--- src/rtl/core/vcsc_pkg.sv ---
// Shared types, codes and reset tables for the vending credit and stock controller.
package vcsc_pkg;

  // Fixed field and register widths.
  localparam int unsigned CMD_W       = 3;
  localparam int unsigned COIN_W      = 2;
  localparam int unsigned PROD_W      = 3;
  localparam int unsigned STATUS_W    = 2;
  localparam int unsigned PRICE_W     = 7;
  localparam int unsigned CREDIT_W    = 8;
  localparam int unsigned CNT_W       = 16;
  localparam int unsigned STOCK_W     = 4;
  localparam int unsigned COIN_VAL_W  = 4;
  localparam int unsigned MASK_W      = 5;
  localparam int unsigned NUM_PRICES  = 5;
  localparam int unsigned CFG_IDX_W   = 3;
  localparam int unsigned CFG_DATA_W  = PRICE_W;

  // Command codes of an input transaction.
  typedef enum logic [CMD_W-1:0] {
    CMD_COIN     = 3'd0,
    CMD_PRESS    = 3'd1,
    CMD_RETURN   = 3'd2,
    CMD_REFILL   = 3'd3,
    CMD_WITHDRAW = 3'd4
  } cmd_e;

  // Status codes of a result transaction.
  typedef enum logic [STATUS_W-1:0] {
    STAT_OK       = 2'd0,
    STAT_NO_FUNDS = 2'd1,
    STAT_SOLD_OUT = 2'd2,
    STAT_COIN_REJ = 2'd3
  } status_e;

  // Command from the controller to the datapath.
  typedef struct packed {
    logic exec;
  } ctrl_cmd_t;

  // Dollar value of each coin kind.
  function automatic logic [COIN_VAL_W-1:0] coin_value(logic [COIN_W-1:0] code);
    logic [COIN_VAL_W-1:0] val;
    case (code)
      2'd0:    val = 4'd1;
      2'd1:    val = 4'd2;
      2'd2:    val = 4'd5;
      default: val = 4'd10;
    endcase
    return val;
  endfunction

  // Price after reset; products past the register list cost nothing.
  function automatic logic [PRICE_W-1:0] price_reset(int unsigned p);
    logic [PRICE_W-1:0] val;
    case (p)
      0:       val = 7'd10;
      1:       val = 7'd6;
      2:       val = 7'd5;
      3:       val = 7'd8;
      4:       val = 7'd7;
      default: val = 7'd0;
    endcase
    return val;
  endfunction

  // Stock after reset; extra products start empty.
  function automatic logic [STOCK_W-1:0] stock_reset(int unsigned p);
    logic [STOCK_W-1:0] val;
    case (p)
      0:       val = 4'd5;
      1:       val = 4'd1;
      2:       val = 4'd2;
      3:       val = 4'd1;
      4:       val = 4'd9;
      default: val = 4'd0;
    endcase
    return val;
  endfunction

endpackage

--- src/rtl/core/vcsc_ctrl.sv ---
// Handshake controller: tracks the result register and issues execute commands.
module vcsc_ctrl (
  input  logic                  clk_i,
  input  logic                  rst_ni,
  input  logic                  in_valid_i,
  output logic                  in_ready_o,
  output logic                  out_valid_o,
  input  logic                  out_ready_i,
  output vcsc_pkg::ctrl_cmd_t   cmd_o
);
  import vcsc_pkg::*;

  localparam logic ST_EMPTY = 1'b0;
  localparam logic ST_FULL  = 1'b1;

  logic state_q, state_d;
  logic exec;

  // A new transaction may enter whenever the result register is free or is being drained.
  assign in_ready_o  = (state_q == ST_EMPTY) || out_ready_i;
  assign exec        = in_valid_i && in_ready_o;
  assign out_valid_o = (state_q == ST_FULL);
  assign cmd_o.exec  = exec;

  // Next state of the result register occupancy.
  always_comb begin
    state_d = state_q;
    unique case (state_q)
      ST_EMPTY: begin
        if (exec) state_d = ST_FULL;
      end
      ST_FULL: begin
        if (exec) state_d = ST_FULL;
        else if (out_ready_i) state_d = ST_EMPTY;
      end
      default: state_d = ST_EMPTY;
    endcase
  end

  always_ff @(posedge clk_i or negedge rst_ni) begin
    if (!rst_ni) begin
      state_q <= ST_EMPTY;
    end else begin
      state_q <= state_d;
    end
  end

endmodule

--- src/rtl/core/vcsc_dp.sv ---
// Datapath: price registers, credit, cash, revenue, stock and the result register.
module vcsc_dp #(
  parameter int unsigned NUM_PRODUCTS = 5,
  parameter int unsigned CREDIT_MAX   = 255,
  parameter int unsigned FULL_LEVEL   = 10
) (
  input  logic                                clk_i,
  input  logic                                rst_ni,
  input  vcsc_pkg::ctrl_cmd_t                 cmd_i,
  input  logic                                cfg_we_i,
  input  logic [vcsc_pkg::CFG_IDX_W-1:0]      cfg_index_i,
  input  logic [vcsc_pkg::CFG_DATA_W-1:0]     cfg_wdata_i,
  input  logic [vcsc_pkg::CMD_W-1:0]          command_i,
  input  logic [vcsc_pkg::COIN_W-1:0]         coin_code_i,
  input  logic [vcsc_pkg::PROD_W-1:0]         product_i,
  output logic [vcsc_pkg::STATUS_W-1:0]       status_o,
  output logic                                dispensed_o,
  output logic [vcsc_pkg::CNT_W-1:0]          paid_out_o,
  output logic [vcsc_pkg::CREDIT_W-1:0]       credit_now_o,
  output logic [vcsc_pkg::CNT_W-1:0]          revenue_now_o,
  output logic [vcsc_pkg::MASK_W-1:0]         available_mask_o,
  output logic [vcsc_pkg::MASK_W-1:0]         sold_out_mask_o
);
  import vcsc_pkg::*;

  localparam logic [CNT_W-1:0] CntMax = {CNT_W{1'b1}};

  logic [PRICE_W-1:0]  price_q [NUM_PRICES];
  logic [PRICE_W-1:0]  lane_price [NUM_PRODUCTS];
  logic [STOCK_W-1:0]  stock_q [NUM_PRODUCTS];
  logic [STOCK_W-1:0]  stock_d [NUM_PRODUCTS];
  logic [CREDIT_W-1:0] credit_q, credit_d;
  logic [CNT_W-1:0]    cash_q, cash_d;
  logic [CNT_W-1:0]    rev_q, rev_d;

  logic [NUM_PRODUCTS-1:0] sel;
  logic                    prod_ok;
  logic [STOCK_W-1:0]      cur_stock;
  logic [PRICE_W-1:0]      cur_price;
  logic [COIN_VAL_W-1:0]   coin_val;
  logic [CREDIT_W:0]       credit_sum;
  logic [CNT_W:0]          cash_sum;
  logic [CNT_W:0]          rev_sum;
  logic [STATUS_W-1:0]     status_d;
  logic                    disp_d;
  logic [CNT_W-1:0]        paid_d;
  logic [MASK_W-1:0]       avail_d;
  logic [MASK_W-1:0]       sold_d;

  // Per-product price lanes and result mask bits.
  for (genvar p = 0; p < NUM_PRODUCTS; p++) begin : g_lane
    if (p < NUM_PRICES) begin : g_priced
      assign lane_price[p] = price_q[p];
    end else begin : g_free
      assign lane_price[p] = '0;
    end
  end

  for (genvar m = 0; m < MASK_W; m++) begin : g_mask
    if (m < NUM_PRODUCTS) begin : g_used
      assign sold_d[m]  = (stock_d[m] == '0);
      assign avail_d[m] = (stock_d[m] != '0) && (credit_d >= {1'b0, lane_price[m]});
    end else begin : g_unused
      assign sold_d[m]  = 1'b0;
      assign avail_d[m] = 1'b0;
    end
  end

  // Product selection: one-hot lane select and the selected stock and price.
  always_comb begin
    prod_ok   = (int'(product_i) < NUM_PRODUCTS);
    cur_stock = '0;
    cur_price = '0;
    for (int p = 0; p < NUM_PRODUCTS; p++) begin
      sel[p] = prod_ok && (product_i == PROD_W'(p));
      if (sel[p]) begin
        cur_stock = cur_stock | stock_q[p];
        cur_price = cur_price | lane_price[p];
      end
    end
  end

  // Command execution: next bookkeeping state and result fields.
  always_comb begin
    coin_val   = coin_value(coin_code_i);
    credit_sum = {1'b0, credit_q} + (CREDIT_W + 1)'(coin_val);
    cash_sum   = {1'b0, cash_q} + (CNT_W + 1)'(coin_val);
    rev_sum    = {1'b0, rev_q} + (CNT_W + 1)'(cur_price);

    credit_d = credit_q;
    cash_d   = cash_q;
    rev_d    = rev_q;
    for (int p = 0; p < NUM_PRODUCTS; p++) stock_d[p] = stock_q[p];
    status_d = STAT_OK;
    disp_d   = 1'b0;
    paid_d   = '0;

    case (cmd_e'(command_i))
      CMD_COIN: begin
        if (credit_sum > (CREDIT_W + 1)'(CREDIT_MAX)) begin
          status_d = STAT_COIN_REJ;
        end else begin
          credit_d = credit_sum[CREDIT_W-1:0];
          cash_d   = cash_sum[CNT_W] ? CntMax : cash_sum[CNT_W-1:0];
        end
      end
      CMD_PRESS: begin
        if (prod_ok) begin
          if (cur_stock == '0) begin
            status_d = STAT_SOLD_OUT;
          end else if (credit_q < {1'b0, cur_price}) begin
            status_d = STAT_NO_FUNDS;
          end else begin
            credit_d = credit_q - {1'b0, cur_price};
            rev_d    = rev_sum[CNT_W] ? CntMax : rev_sum[CNT_W-1:0];
            disp_d   = 1'b1;
            for (int p = 0; p < NUM_PRODUCTS; p++) begin
              if (sel[p]) stock_d[p] = stock_q[p] - STOCK_W'(1);
            end
          end
        end
      end
      CMD_RETURN: begin
        paid_d   = CNT_W'(credit_q);
        cash_d   = (cash_q >= CNT_W'(credit_q)) ? cash_q - CNT_W'(credit_q) : '0;
        credit_d = '0;
      end
      CMD_REFILL: begin
        for (int p = 0; p < NUM_PRODUCTS; p++) begin
          if (sel[p]) stock_d[p] = STOCK_W'(FULL_LEVEL);
        end
      end
      CMD_WITHDRAW: begin
        paid_d   = cash_q;
        cash_d   = '0;
        credit_d = '0;
        rev_d    = '0;
      end
      default: begin
      end
    endcase
  end

  // Bookkeeping registers and price registers.
  always_ff @(posedge clk_i or negedge rst_ni) begin
    if (!rst_ni) begin
      credit_q <= '0;
      cash_q   <= '0;
      rev_q    <= '0;
      for (int p = 0; p < NUM_PRODUCTS; p++) stock_q[p] <= stock_reset(p);
      for (int r = 0; r < NUM_PRICES; r++) price_q[r] <= price_reset(r);
    end else begin
      if (cmd_i.exec) begin
        credit_q <= credit_d;
        cash_q   <= cash_d;
        rev_q    <= rev_d;
        for (int p = 0; p < NUM_PRODUCTS; p++) stock_q[p] <= stock_d[p];
      end
      if (cfg_we_i && (int'(cfg_index_i) < NUM_PRICES)) begin
        price_q[cfg_index_i] <= cfg_wdata_i;
      end
    end
  end

  // Result register, loaded with each executed transaction.
  always_ff @(posedge clk_i) begin
    if (cmd_i.exec) begin
      status_o         <= status_d;
      dispensed_o      <= disp_d;
      paid_out_o       <= paid_d;
      credit_now_o     <= credit_d;
      revenue_now_o    <= rev_d;
      available_mask_o <= avail_d;
      sold_out_mask_o  <= sold_d;
    end
  end

endmodule

--- src/rtl/core/vending_credit_stock_controller.sv ---
// Top level of the vending credit and stock controller.
//
//   Channel   Direction  Handshake                 Payload
//   in        input      in_valid_i / in_ready_o   command_i, coin_code_i, product_i
//   out       output     out_valid_o / out_ready_i status_o, dispensed_o, paid_out_o,
//                                                  credit_now_o, revenue_now_o,
//                                                  available_mask_o, sold_out_mask_o
//   cfg       input      cfg_we_i                  cfg_index_i, cfg_wdata_i
//
// Each command executes in the cycle it is accepted and its result appears in the
// output register on the next cycle, so one transaction per cycle is sustained while
// results are taken (out_ready_i high). The single result register holds each result.
// A stalled result holds the input off only while out_ready_i is low.
// Reset restores prices, stock, credit, cash and revenue at once; no clearing pass.
module vending_credit_stock_controller #(
  parameter int unsigned NUM_PRODUCTS = 5,
  parameter int unsigned CREDIT_MAX   = 255,
  parameter int unsigned FULL_LEVEL   = 10
) (
  input  logic                                clk_i,
  input  logic                                rst_ni,
  input  logic                                cfg_we_i,
  input  logic [vcsc_pkg::CFG_IDX_W-1:0]      cfg_index_i,
  input  logic [vcsc_pkg::CFG_DATA_W-1:0]     cfg_wdata_i,
  input  logic                                in_valid_i,
  output logic                                in_ready_o,
  input  logic [vcsc_pkg::CMD_W-1:0]          command_i,
  input  logic [vcsc_pkg::COIN_W-1:0]         coin_code_i,
  input  logic [vcsc_pkg::PROD_W-1:0]         product_i,
  output logic                                out_valid_o,
  input  logic                                out_ready_i,
  output logic [vcsc_pkg::STATUS_W-1:0]       status_o,
  output logic                                dispensed_o,
  output logic [vcsc_pkg::CNT_W-1:0]          paid_out_o,
  output logic [vcsc_pkg::CREDIT_W-1:0]       credit_now_o,
  output logic [vcsc_pkg::CNT_W-1:0]          revenue_now_o,
  output logic [vcsc_pkg::MASK_W-1:0]         available_mask_o,
  output logic [vcsc_pkg::MASK_W-1:0]         sold_out_mask_o
);
  import vcsc_pkg::*;

  ctrl_cmd_t cmd;

  // Controller for the transaction handshake.
  vcsc_ctrl u_ctrl (
    .clk_i       (clk_i),
    .rst_ni      (rst_ni),
    .in_valid_i  (in_valid_i),
    .in_ready_o  (in_ready_o),
    .out_valid_o (out_valid_o),
    .out_ready_i (out_ready_i),
    .cmd_o       (cmd)
  );

  // Bookkeeping datapath.
  vcsc_dp #(
    .NUM_PRODUCTS (NUM_PRODUCTS),
    .CREDIT_MAX   (CREDIT_MAX),
    .FULL_LEVEL   (FULL_LEVEL)
  ) u_dp (
    .clk_i            (clk_i),
    .rst_ni           (rst_ni),
    .cmd_i            (cmd),
    .cfg_we_i         (cfg_we_i),
    .cfg_index_i      (cfg_index_i),
    .cfg_wdata_i      (cfg_wdata_i),
    .command_i        (command_i),
    .coin_code_i      (coin_code_i),
    .product_i        (product_i),
    .status_o         (status_o),
    .dispensed_o      (dispensed_o),
    .paid_out_o       (paid_out_o),
    .credit_now_o     (credit_now_o),
    .revenue_now_o    (revenue_now_o),
    .available_mask_o (available_mask_o),
    .sold_out_mask_o  (sold_out_mask_o)
  );

  // The input is held off only by a pending result that is not being taken.
  a_ready_only_when_stalled : assert property (@(posedge clk_i) disable iff (!rst_ni)
    !in_ready_o |-> (out_valid_o && !out_ready_i))
    else $error("input stalled without a blocked result");

  // A dispensed product always reports an ok status.
  a_dispense_ok : assert property (@(posedge clk_i) disable iff (!rst_ni)
    (out_valid_o && dispensed_o) |-> (status_o == STAT_OK))
    else $error("dispensed with a failing status");

  // A product is never both available and sold out.
  a_masks_disjoint : assert property (@(posedge clk_i) disable iff (!rst_ni)
    out_valid_o |-> ((available_mask_o & sold_out_mask_o) == '0))
    else $error("available and sold-out masks overlap");

  // Credit never exceeds its limit.
  a_credit_limit : assert property (@(posedge clk_i) disable iff (!rst_ni)
    out_valid_o |-> (int'(credit_now_o) <= CREDIT_MAX))
    else $error("credit above its limit");

endmodule
--- config.mk ---
export PLATFORM = sky130hd
export DESIGN_NAME = vending_credit_stock_controller
export DESIGN_NICKNAME = d
export VERILOG_FILES = /design/src/rtl/core/vcsc_pkg.sv /design/src/rtl/core/vcsc_ctrl.sv /design/src/rtl/core/vcsc_dp.sv /design/src/rtl/core/vending_credit_stock_controller.sv
export SDC_FILE = /design/constraint.sdc
export NUM_CORES = 1
export LEC_CHECK = 0
export ABC_AREA = 0
export ABC_CLOCK_PERIOD_IN_PS = 5200
export BUFFER_PORTS_ARGS = -buffer_cell sky130_fd_sc_hd__buf_2
export CORE_UTILIZATION = 45
export CTS_CLUSTER_SIZE = 24
export DETAILED_ROUTE_END_ITERATION = 10
export PLACE_DENSITY_LB_ADDON = 0.12
export SETUP_SLACK_MARGIN = 0.3
export SLEW_MARGIN = 15
export SYNTH_ARGS = -nofsm -noshare
export SYNTH_HDL_FRONTEND = slang
export SYNTH_HIERARCHICAL = 1
export SYNTH_SLANG_ARGS = --single-unit
--- constraint.sdc ---
create_clock -name clk_i -period 5.2 [get_ports clk_i]
set_input_delay 1.56 -clock clk_i [delete_from_list [all_inputs] [get_ports clk_i]]
set_output_delay 1.56 -clock clk_i [all_outputs]
set_load 0.03 [all_outputs]
[After elaboration in Yosys (flattened, before gate mapping)]
Index checks and enable logic that the tools add are counted.
Widths: inputs -> output; s select.
Word-level totals
  memories: 0
  register bits after elaboration: 149
  ROM bits: 0
  memory bits (writable): 0
  bits in latches: 0
  logic and storage cells: 151
Cells by class
  shifts and indexed selects: 0
  eq/ne operators: 11
  divide/modulo/power cells: 0
  bitwise logic cells: 12
  order comparisons: 12
  multipliers: 0
  $add $sub $neg: 10
  muxes and demuxes: 53
  reductions and logical operators: 32
Operators by type and width (number)
  $mux 16: 7
  $pmux 16 s2: 2
  $mux 20: 3
  $mux 4: 15
  $pmux 16 s3: 1
  $mux 7: 6
  $ge 8x7->1: 5
  $pmux 20 s2: 1
  $bwmux 35: 1
  $mux 8: 4
  $or 7x7->7: 4
  $logic_not 4->1: 6
  $pmux 8 s3: 1
  $demux 7 s3: 1
  $reduce_bool 4->1: 5
  $sub 4x1->4 const B: 5
  $add 16x4->17: 1
  $add 16x7->17: 1
  $ge 16x8->1: 1
  $or 4x4->4: 4
  $sub 16x8->16: 1
  $logic_and 1x1->1: 13
  $eq 3x2->1 const B: 4
  $pmux 4 s3: 1
  other kinds (25): 37

[Depth between registers and ports, before layout]
Gate-level depths: netlist of the first run.
  depth after elaboration: 18
  depth in mapped cells: 27
  depth with buffers taken out: 24

[Hierarchy]
Netlist of the first run, hierarchy kept.
Modules (own cells, without submodules)
  vcsc_dp: times used 1, sequential area each 3990.1 um^2, area an instance 10040.9 um^2, cells an instance 1086
  vcsc_ctrl: times used 1, sequential area each 25.0 um^2, area an instance 53.8 um^2, cells an instance 4

[Least setup slack after synthesis of the first run]
Ideal clock, no wire load.
  path kind: input to register
  start point: input product_i[0] (netlist name)
  end point: register u_dp/available_mask_o[0] (netlist name) (data pin)
  data arrival time: 6.134 ns
  buffers on the path: 3
  library setup time: 0.265 ns
  stages: 22
  path slack: -1.200 ns
  cell sequence: buf_4 > buf_1 > mux4_2 > o21ai_0 > inv_1 > ha_1 > or4_1 > o311ai_2 > a211o_1 > buf_2 > nor2_1 > o21ai_1 > and2_1 > a21oi_1 > ha_1 > nand2b_1 > a21o_1 > a21o_1 > a21oi_1 > nor2b_1 > o211ai_1 > a31oi_1
Between the ends
  word-level cells in the longest chain between the ends: 18
Ends and longest elaborated chain
  from (decl): line vending_credit_stock_controller.sv:29  | input logic [vcsc_pkg::PROD_W-1:0] product_i,
  $lt 3x3->1 or $logic_not 3->1 (tied branches): line vcsc_dp.sv:71, vcsc_dp.sv:75
  $logic_and 1x1->1: line vcsc_dp.sv:75  | sel[p] = prod_ok && (product_i == PROD_W'(p));
  $mux 7: line vcsc_dp.sv:76  | if (sel[p]) begin
  $or 7x7->7: line vcsc_dp.sv:78  | cur_price = cur_price | lane_price[p];
  $mux 7: line vcsc_dp.sv:76
  $or 7x7->7: line vcsc_dp.sv:78
  $mux 7: line vcsc_dp.sv:76
  $or 7x7->7: line vcsc_dp.sv:78
  [... 3 more ...]
  $sub 8x7->8 or $lt 8x7->1 (tied branches): line vcsc_dp.sv:114, vcsc_dp.sv:111
  $mux 8 or $mux 20 (tied branches): line vcsc_dp.sv:111  | end else if (credit_q < {1'b0, cur_price}) begin
  $mux 8 or $mux 20 (tied branches): line vcsc_dp.sv:109  | if (cur_stock == '0) begin
  $mux 8 or $mux 20 (tied branches): line vcsc_dp.sv:108  | if (prod_ok) begin
  $pmux 8 s3 or $pmux 20 s2 (tied branches): line vcsc_dp.sv:98  | case (cmd_e'(command_i))
  $ge 8x7->1 or $reduce_bool 4->1 (tied branches): line vcsc_dp.sv:62  | assign avail_d[m] = (stock_d[m] != '0) && (credit_d >= {1'b0, lane_price[m]});
  $logic_and 1x1->1 (*): line vcsc_dp.sv:62
  net u_dp.avail_d[0]: line vcsc_dp.sv:47  | logic [MASK_W-1:0] avail_d;
  to (signal assigned): line vcsc_dp.sv:173  | available_mask_o <= avail_d;
  to (decl): line vcsc_dp.sv:21  | output logic [vcsc_pkg::MASK_W-1:0] available_mask_o,
Mark *: on every way through the listed nets, which the timed path passes. The rest lies on a longest branch.
A chain may end at the register's enable or synchronous reset.

[Worst setup path in the final report of the first run]
  start point: input product_i[0] (netlist name)
  end point: register u_dp/available_mask_o[2] (netlist name) (data pin)
Same word-level chain as after synthesis.

==> results of run 1 <==
-- critical path, stage by stage --
cell and delay (ns):
buf_16 0.10, mux4_2 0.49, o21a_1 0.22, ha_4 0.29, o21ai_4 0.06, o21ai_2 0.22, o311ai_4 0.14, a211o_4 0.37
nor2_4 0.11, o21ai_4 0.06, and2_4 0.15, a21oi_4 0.22, ha_1 0.27, nand2b_4 0.14, a21oi_2 0.13, nor2b_1 0.05
o21ai_1 0.12, nand2b_1 0.09, a21oi_2 0.17, o21ai_2 0.10, o32a_1 0.15
-- final cells by class --
type | count | area [um^2]
Fill cell | 1999 | 9559
Multi-Input combinational cell | 810 | 5828
Sequential cell | 149 | 4015
Timing Repair Buffer | 174 | 1201
Clock buffer | 18 | 429.2
Tap cell | 280 | 350.3
Inverter | 82 | 307.8
Clock inverter | 14 | 200.2
-- power breakdown --
group	internal, mW	switching (mW)
sequential	1.45	0.206
clock	0.810	0.538
combinational	0.838	1.10
total	3.10	1.84
-- sequential cells by signal, indices dropped and copies added, names as in the netlist, 8 cells and up --
name / count
u_dp/lane_price: 35
u_dp/stock_q: 20
u_dp/cash_q: 16
u_dp/paid_out_o: 16
u_dp/rev_q: 16
u_dp/revenue_now_o: 16
u_dp/credit_now_o: 8
u_dp/credit_q: 8
-- cells in the mapped netlist, types with 4 or more instances --
cell and number:
a211oi_1 10, a21o_1 25, a21oi_1 79, a31oi_1 21
a32oi_1 4, and2_1 8, and3_1 12, and4_1 5
buf_2 7, clkbuf_1 36, dfrtp_1 79, dfstp_2 17
edfxtp_1 53, fa_1 5, ha_1 76, inv_1 75
inv_2 6, mux2_2 26, mux2i_1 8, mux4_2 4
nand2_1 101, nand2b_1 12, nand3_1 18, nand4_1 11
nor2_1 67, nor2b_1 20, nor3_1 34, nor4_1 11
nor4_2 4, o211ai_1 10, o21a_1 14, o21ai_0 88
o21ai_1 11, o22ai_1 16, o31ai_1 8, or3_1 8
xnor2_1 12, xor2_1 8
-- what timing repair did --
action / in CTS / in global routing
endpoints found under the setup margin: 5 / 5
cloned: 1 / 0
setup buffers: 9 / 4
endpoints found under the hold margin: 0 / 0
pin swaps: 29 / 31
resized for setup: 29 / 17
-- cells by family after synthesis --
group,count (synthesis),share of synthesized area (%)
mux,40,4.846
buf+inv,131,5.106
xor+xnor,20,1.735
compound gates,336,21.18
flops,149,39.77
simple gates,333,16.94
fa+ha+maj,81,10.41
-- layout by cell type (no fill, tap or decap), types with 5 or more instances in the layout --
cell type / instances
a21oi_2: 11
mux2_2: 26
nand3_1: 18
a211oi_1: 9
inv_2: 8
nand4_1: 11
nand2_1: 99
or3_1: 8
o22ai_1: 12
nor4_1: 11
and2_1: 7
mux2i_1: 8
ha_4: 5
inv_1: 73
o21ai_1: 11
nor3_1: 34
o211ai_1: 10
edfxtp_1: 53
nor2_1: 65
nand2b_1: 10
o31ai_1: 8
and3_1: 12
buf_2: 73
dfrtp_1: 79
a31oi_1: 21
o21a_1: 14
xor2_1: 8
nor2b_1: 20
ha_1: 69
buf_4: 94
a21o_1: 25
dfstp_2: 17
a21oi_1: 69
clkbuf_16: 17
o22ai_2: 5
o21ai_0: 82
xnor2_1: 12
and4_1: 5
-- per-stage QoR --
step                      area [um^2]  cells
after floorplan                 10220   1090
after global placement          11370   1481
after detailed placement        11370   1481
after CTS                       12210   1523
after global routing            12330   1527
final                           12330   1527
-- worst max-delay path by stage --
stage                            start                  endpoint  cells past startpoint
after detailed placement  product_i[0]  u_dp/available_mask_o[1]                     23
after CTS                 product_i[0]  u_dp/available_mask_o[3]                     23
after global routing      product_i[0]  u_dp/available_mask_o[4]                     24
after global placement    product_i[0]  u_dp/available_mask_o[3]                     19
final                     product_i[0]  u_dp/available_mask_o[2]                     21
after floorplan           product_i[0]  u_dp/available_mask_o[0]                     22
-- layer usage --
metal	up-vias	track usage [%]	routed length [um]
li1	4279	-	-
met1	4266	35.14	13220
met2	269	43.36	13840
met3	51	4.102	1414
met4	0	8.366	659
met5	-	0	0
==> flow_metrics.py, run 1 <==
metrics = {
    "flow_run": {
        "maxCapViolCount": 0,
    },
    "logic_synthesis": {
        "synthFlopType": "dfrtp_1",
        "syn_area_um2": 10090,
        "ys_seq_area_share_pct": 39.77,
        "synth_area_leaders": "dfrtp_1, edfxtp_1, ha_1, dfstp_2, o21ai_0",
        "synth_largest_area_cell": "dfrtp_1",
        "netlist_instances": 1090,
        "async_flop_share_pct": 64.43,
        "synth.avg_cell_area_um2": 9.261,
        "synth_cell_type_count": 92,
        "synth-seq-cells": 149,
        "ys.warnings.count": 6,
        "syn-num-nets": 1194,
        "synth_edf_count": 53,
        "netlist.area_leader.share_pct": 19.58,
    },
    "global_route": {
        "antenna_found_initial": 0,
        "grt_pass1_wl_mm": 46.01,
        "grt_pass1_vias": 8468,
        "grt_overflow": 0,
        "grtUsageTotal_pct": 26.27,
        "grt_max_degree": 59,
    },
    "drt": {
        "drtIter0Drc": 633,
        "drcViolationCount": 0,
        "vias": 8865,
        "vias_per_cell": 5.806,
        "routedWlPerCell_um": 19.08,
        "wl_mm": 29.14,
        "drtAntennaViolNets": 0,
        "dr.pass1.iters": 5,
    },
    "sta": {
        "relSlewSlack_pct": 37.87,
        "setup_ws_ns": 0.1634,
        "report.final.hold_viol_count": 0,
        "hold_ws_ns": 0.5056,
        "max_freq_mhz": 198.5,
        "grt_setup_unrepaired": "true",
        "period_share_pct": 96.86,
        "tns_ns": 0,
        "setup_viol": 0,
        "fin_skew_ns": 0.01594,
        "worst_pin_slew_ns": 0.9320,
        "min_period_ns": 5.037,
        "final_max_slew_viol_count": 0,
    },
    "placement": {
        "io_buffer_count": 77,
        "dpl.hpwl_mm": 20.74,
        "dp_slack_ns": -0.6641,
        "gp_congestion": 0.8907,
    },
    "clocking": {
        "cts_max_path_buffers": 2,
        "cts.sinks": 149,
        "cts-hold-fix-buffers": 0,
        "htreeDepth": 4,
        "cts_tree": "done",
        "path_clk_slew_ns": 0.07,
        "cts_root_buf": "clkbuf_16",
        "clk_latency_ns": 0.43,
        "numCtsBuffers": 17,
    },
    "critical_path": {
        "start_kind": "primary input",
        "crit_required_ns": 5.38,
        "rr_startpoint": "u_dp/lane_price[16]",
        "critPathCaptureType": "flop",
        "r2r-end": "u_dp/available_mask_o[2]",
        "reg2reg_slack_ns": 0.84,
        "cp_max_fo": 5,
        "critical_path_class": "primary input to flop",
        "critPathArrivalTime_ns": 5.21,
        "r2r_cells": 21,
    },
    "floorplanning": {
        "die_x_um": 151.8,
        "coreArea_um2": 21890,
        "start_util_pct": 46.11,
        "dieArea_um2": 23040,
        "die_y_um": 151.8,
        "io-pin-count": 78,
        "fp-row-count": 54,
    },
    "pwr": {
        "power_mw": 4.942,
        "ir_drop_uv": 194.8,
        "leakage_nw": 5.366,
        "powerDensity_nw_per_um2": 400.8,
    },
    "final_layout": {
        "final_net_count": 1338,
        "area.growth.synth_to_final_pct": 22.16,
        "final_util_pct": 56.33,
        "drive_above_1_share_pct": 26.38,
        "antennaDiodeCount": 0,
    },
    "worst_hold_path": {
        "min_path_cells": 1,
        "hold_path_end": "u_dp/lane_price[11]",
        "hold_class": "flop to flop",
        "min_from": "u_dp/lane_price[11]",
    },
    "status": {
        "status": "finished, final reports clean",
    },
}
No activity file was read; power rests on OpenSTA's default activity.
==> run 2, diff against run 1 <==
CELL_PAD_IN_SITES_DETAIL_PLACEMENT = 0   (was not set)
CELL_PAD_IN_SITES_GLOBAL_PLACEMENT = 2   (was not set)
CORE_UTILIZATION = 39   (was 45)
==> run 2 against run 1 <==
  * Non-clock buffer count increased by 19
  * Worst setup slack improved by 0.015 ns
  * First-iteration DRC count decreased by 0.95%
  * Sequential share of layout area decreased by 0.31 points
  * Fmax increased by 0.30%
  * Routed wire length increased by 5.3%
  * Critical path type unchanged
  * Sequential cell count unchanged
  * Critical path depth increased by 2
  * Worst hold slack improved by 0.0096 ns
  * Global-route usage decreased by 2.3 points
  * Highest routed layer unchanged
  * Largest power group unchanged
==> flow_metrics.py, run 2 (same netlist as run 1, synthesis figures left out) <==
metrics = {
    "placement": {
        "gp_congestion": 0.8473,
        "placed_area_um2": 11480,
        "io_buffer_count": 77,
        "dpl.hpwl_mm": 22.62,
    },
    "sta": {
        "min_period_ns": 5.021,
        "final_max_slew_viol_count": 0,
        "grt_setup_unrepaired": "true",
        "max_freq_mhz": 199.2,
        "fin_skew_ns": 0.01530,
        "setup_viol": 0,
        "relSlewSlack_pct": 38.81,
        "period_share_pct": 96.56,
        "report.final.hold_viol_count": 0,
        "worst_pin_slew_ns": 0.9178,
        "hold_ws_ns": 0.5152,
    },
    "drt": {
        "vias_per_cell": 5.561,
        "drtIter0Drc": 627,
        "dr.pass1.iters": 5,
        "vias": 8875,
        "drtAntennaViolNets": 0,
        "drcViolationCount": 0,
        "routedWlPerCell_um": 19.22,
        "wl_mm": 30.68,
    },
    "floorplanning": {
        "dieArea_um2": 26530,
        "io-pin-count": 78,
        "coreArea_um2": 25250,
        "die_y_um": 162.9,
        "fp-row-count": 58,
        "start_util_pct": 39.97,
        "die_x_um": 162.9,
    },
    "clocking": {
        "cts-hold-fix-buffers": 0,
        "cts_max_path_buffers": 2,
        "htreeDepth": 4,
        "path_clk_slew_ns": 0.07,
        "cts.sinks": 149,
        "clk_latency_ns": 0.44,
        "numCtsBuffers": 17,
        "cts_root_buf": "clkbuf_16",
        "cts_tree": "done",
    },
    "global_route": {
        "grt_overflow": 0,
        "grtUsageTotal_pct": 23.94,
        "grt_pass1_wl_mm": 48.90,
        "antenna_found_initial": 0,
        "grt_max_degree": 71,
        "grt_pass1_vias": 8475,
    },
    "final_layout": {
        "final_net_count": 1357,
        "final_common_cell": "buf_4",
        "drive_above_1_share_pct": 27.17,
        "area.growth.synth_to_final_pct": 23.35,
        "layout_common_cells": "buf_4, nand2_1, o21ai_0",
        "finalInstanceArea_um2": 12450,
        "largest_register_ffs": 35,
        "nFillCells": 2403,
        "multiInputGateArea_um2": 5782,
        "register_area_um2": 4015,
        "antennaDiodeCount": 0,
    },
    "status": {
        "status": "finished, final reports clean",
    },
    "pwr": {
        "leakage_nw": 5.449,
        "powerDensity_nw_per_um2": 390.2,
        "ir_drop_uv": 167.7,
    },
    "critical_path": {
        "critPathCaptureType": "flop",
        "start_kind": "primary input",
        "cp_max_fo": 5,
        "crit_required_ns": 5.52,
        "critical_path_class": "primary input to flop",
        "critPathArrivalTime_ns": 5.34,
    },
    "flow_run": {
        "maxCapViolCount": 0,
    },
    "worst_hold_path": {
        "hold_class": "flop to flop",
    },
}
run 2: where the power goes:
part	leakage [nW]	switching [mW]	internal, mW
combinational	3.43	1.11	0.848
sequential	1.73	0.209	1.45
clock	0.290	0.564	0.682
run 2: through the flow:
stage	TNS (ns)	utilization [%]	std cells	setup WS, ns	total power [mW]
after floorplan	-1.771	-	1090	-0.3641	2.905
after global placement	-2.286	45.47	1539	-0.5090	3.504
after detailed placement	-2.953	45.47	1539	-0.5978	3.508
after CTS	0	48.84	1588	0.1748	4.850
after global routing	-0.04446	49.31	1596	-0.02710	5.187
final	0	49.31	1596	0.1787	4.858
run 2: final timing paths:
path | start | endpoint | slack [ns] | depth (start not counted)
hold / removal | u_dp/lane_price[12] | u_dp/lane_price[12] | 0.52 | 1
min in group asynchronous | rst_ni | u_ctrl/out_valid_o | 1.12 | 1
hold reg to reg | u_dp/lane_price[12] | u_dp/lane_price[12] | 0.52 | 1
setup reg to reg | u_dp/lane_price[23] | u_dp/available_mask_o[0] | 0.84 | 20
setup / recovery | product_i[0] | u_dp/credit_q[2] | 0.18 | 23
max in group asynchronous | rst_ni | u_dp/stock_q[0] | 3.14 | 2
run 2: layout make-up:
class	instances	area share, %
Clock buffer	20	3.838
Inverter	82	2.472
Clock inverter	12	0.8240
Tap cell	330	3.316
Timing Repair Buffer	193	10.87
Multi-Input combinational cell	810	46.43
Sequential cell	149	32.24
run 2: worst max-delay path, stage by stage:
cell,delay (ns)
buf_12,0.09
buf_6,0.09
mux4_2,0.49
o21a_1,0.21
ha_2,0.20
or4_4,0.49
o311ai_4,0.11
a211o_1,0.24
buf_6,0.12
nor2_1,0.03
a21oi_1,0.12
o22ai_1,0.11
buf_4,0.16
buf_4,0.12
buf_4,0.12
buf_4,0.12
buf_4,0.12
buf_4,0.12
buf_4,0.12
buf_4,0.12
buf_4,0.12
buf_4,0.12
mux2_2,0.24
run 2: what timing repair did:
item | in CTS | in global routing
setup buffers | 16 | 8
pin swaps | 34 | 16
setup endpoints to repair | 5 | 6
resized for setup | 33 | 12
cloned | 1 | 0
run 2: per-layer routing:
layer / wire (um) / vias to the layer above / global-route usage [%]
met3: 964 / 29 / 2.954
met1: 14190 / 4338 / 32.02
li1: - / 4333 / -
met2: 15150 / 175 / 40.83
met5: 0 / - / 0
met4: 375 / 0 / 5.990
==> run 3, diff against run 2 <==
BUFFER_PORTS_ARGS = not set   (was -buffer_cell sky130_fd_sc_hd__buf_2)
CORE_UTILIZATION = 41   (was 39)
DONT_BUFFER_PORTS = 1   (was not set)
==> run 3 against run 2 <==
  * Die area shrank 4.8%
  * Worst hold slack worse by 0.0087 ns
  * Largest cell class unchanged
  * Via count down 6.0%
  * Critical path depth decreased by 4
  * Highest routed layer unchanged
  * Power decreased by 3.2%
  * Worst setup slack better by 0.080 ns
==> flow_metrics.py, run 3 (same netlist as run 1, synthesis figures left out) <==
metrics = {
    "pwr": {
        "ir_drop_uv": 205.2,
        "leakage_nw": 4.862,
        "power_mw": 4.701,
        "powerDensity_nw_per_um2": 404.0,
    },
    "placement": {
        "io_buffer_count": 0,
        "dpl.hpwl_mm": 21.41,
        "placed_area_um2": 10880,
        "dp_slack_ns": -0.4037,
        "gp_congestion": 0.8236,
    },
    "clocking": {
        "cts.sinks": 149,
        "htreeDepth": 4,
        "path_clk_slew_ns": 0.07,
        "cts_tree": "done",
        "cts_root_buf": "clkbuf_16",
        "numCtsBuffers": 17,
        "cts_max_path_buffers": 2,
        "clk_latency_ns": 0.44,
    },
    "final_layout": {
        "layout_common_cells": "nand2_1, o21ai_0, dfrtp_1",
        "area.growth.synth_to_final_pct": 15.27,
        "drive_above_1_share_pct": 19.20,
        "final_net_count": 1237,
        "largest_register_ffs": 35,
        "final_common_cell": "nand2_1",
        "finalInstanceArea_um2": 11640,
        "antennaDiodeCount": 0,
    },
    "sta": {
        "max_freq_mhz": 202.4,
        "final_max_slew_viol_count": 0,
        "setup_ws_ns": 0.2592,
        "worst_pin_slew_ns": 0.9086,
        "report.final.hold_viol_count": 0,
        "relSlewSlack_pct": 39.02,
        "grt_setup_unrepaired": "true",
        "period_share_pct": 95.02,
        "setup_viol": 0,
        "fin_skew_ns": 0.02256,
        "hold_ws_ns": 0.5066,
        "min_period_ns": 4.941,
    },
    "critical_path": {
        "critPathCaptureType": "flop",
        "reg2reg_slack_ns": 0.83,
        "crit_required_ns": 5.39,
        "critical_path_class": "primary input to flop",
        "rr_startpoint": "u_dp/lane_price[16]",
        "critPathArrivalTime_ns": 5.13,
        "cp_max_fo": 17,
        "r2r_cells": 20,
        "r2r-end": "u_dp/available_mask_o[0]",
        "start_kind": "primary input",
    },
    "global_route": {
        "antenna_found_initial": 0,
        "grt_pass1_wl_mm": 47.68,
        "grt_overflow": 0,
        "grt_pass1_vias": 8311,
        "grtUsageTotal_pct": 24.26,
        "grt_max_degree": 111,
    },
    "floorplanning": {
        "fp-row-count": 57,
        "die_x_um": 158.9,
        "dieArea_um2": 25250,
        "io-pin-count": 78,
        "start_util_pct": 41.63,
        "die_y_um": 158.9,
        "coreArea_um2": 24250,
    },
    "worst_hold_path": {
        "min_from": "u_dp/lane_price[9]",
        "hold_path_end": "u_dp/lane_price[9]",
        "min_path_cells": 1,
        "hold_class": "flop to flop",
    },
    "status": {
        "status": "finished, final reports clean",
    },
    "drt": {
        "drtAntennaViolNets": 0,
        "drcViolationCount": 0,
        "dr.pass1.iters": 5,
        "vias": 8345,
        "vias_per_cell": 5.677,
        "routedWlPerCell_um": 20.09,
        "drtIter0Drc": 510,
        "wl_mm": 29.53,
    },
    "flow_run": {
        "maxCapViolCount": 0,
    },
}
## run 3: area by class of cell
cell class                      count  area (um^2)
Multi-Input combinational cell    810         5769
Inverter                           82        307.8
Clock buffer                       18        429.2
Clock inverter                     14        141.4
Sequential cell                   149         4015
Timing Repair Buffer               73        568.0
Tap cell                          324        405.4
Fill cell                        2348        12610
## run 3: worst max-delay path by stage
stage / slack, ns / to / cells after the start / start
4_1_cts: 0.25 / u_dp/available_mask_o[0] / 19 / product_i[0]
3_3_place_gp: -0.22 / u_dp/available_mask_o[2] / 19 / product_i[0]
5_1_grt: 0.06 / u_dp/available_mask_o[2] / 19 / product_i[0]
6_report: 0.26 / u_dp/available_mask_o[2] / 19 / product_i[0]
3_5_place_dp: -0.40 / u_dp/available_mask_o[0] / 22 / product_i[0]
2_1_floorplan: -0.36 / u_dp/available_mask_o[0] / 22 / product_i[0]
## run 3: critical path, stage by stage
cell	delay, ns
mux4_2	0.50
o21ai_4	0.18
inv_2	0.06
ha_4	0.24
or4_4	0.52
o311ai_4	0.11
a211o_1	0.24
buf_4	0.14
nor2_1	0.03
a21oi_1	0.17
o22ai_2	0.12
a21o_4	0.24
ha_1	0.27
nor2b_1	0.13
o21ai_1	0.12
nand2b_1	0.10
a21oi_2	0.14
o21ai_2	0.08
o32a_1	0.18
## run 3: layer usage
| layer | vias to the layer above | global-route usage (%) | routed length [um] |
|---|---|---|---|
| met5 | - | 0 | 0 |
| met4 | 0 | 6.425 | 459 |
| met3 | 30 | 4.363 | 996 |
| met2 | 158 | 41.45 | 14600 |
| met1 | 4060 | 31.56 | 13470 |
| li1 | 4097 | - | - |
## run 3: timing repair
| item | CTS | global route |
|---|---|---|
| buffers inserted | 5 | 3 |
| resized for setup | 15 | 14 |
| pin swaps | 20 | 15 |
| hold buffers | 0 | 0 |
| hold endpoints to repair | 0 | 0 |
| endpoints found under the setup margin | 5 | 5 |
## run 3: per-stage QoR
stage | instances | setup TNS, ns | util [%]
2_1_floorplan | 1090 | -1.771 | -
4_1_cts | 1467 | 0 | 47.62
6_report | 1470 | 0 | 47.99
3_5_place_dp | 1430 | -1.938 | 44.87
3_3_place_gp | 1430 | -1.001 | 44.87
5_1_grt | 1470 | 0 | 47.99
## run 3: power by group
part / internal [mW] / leakage, nW / switching [mW]
combinational: 0.756 / 2.86 / 0.952
clock: 0.675 / 0.277 / 0.571
sequential: 1.45 / 1.73 / 0.292
total: 2.88 / 4.86 / 1.82
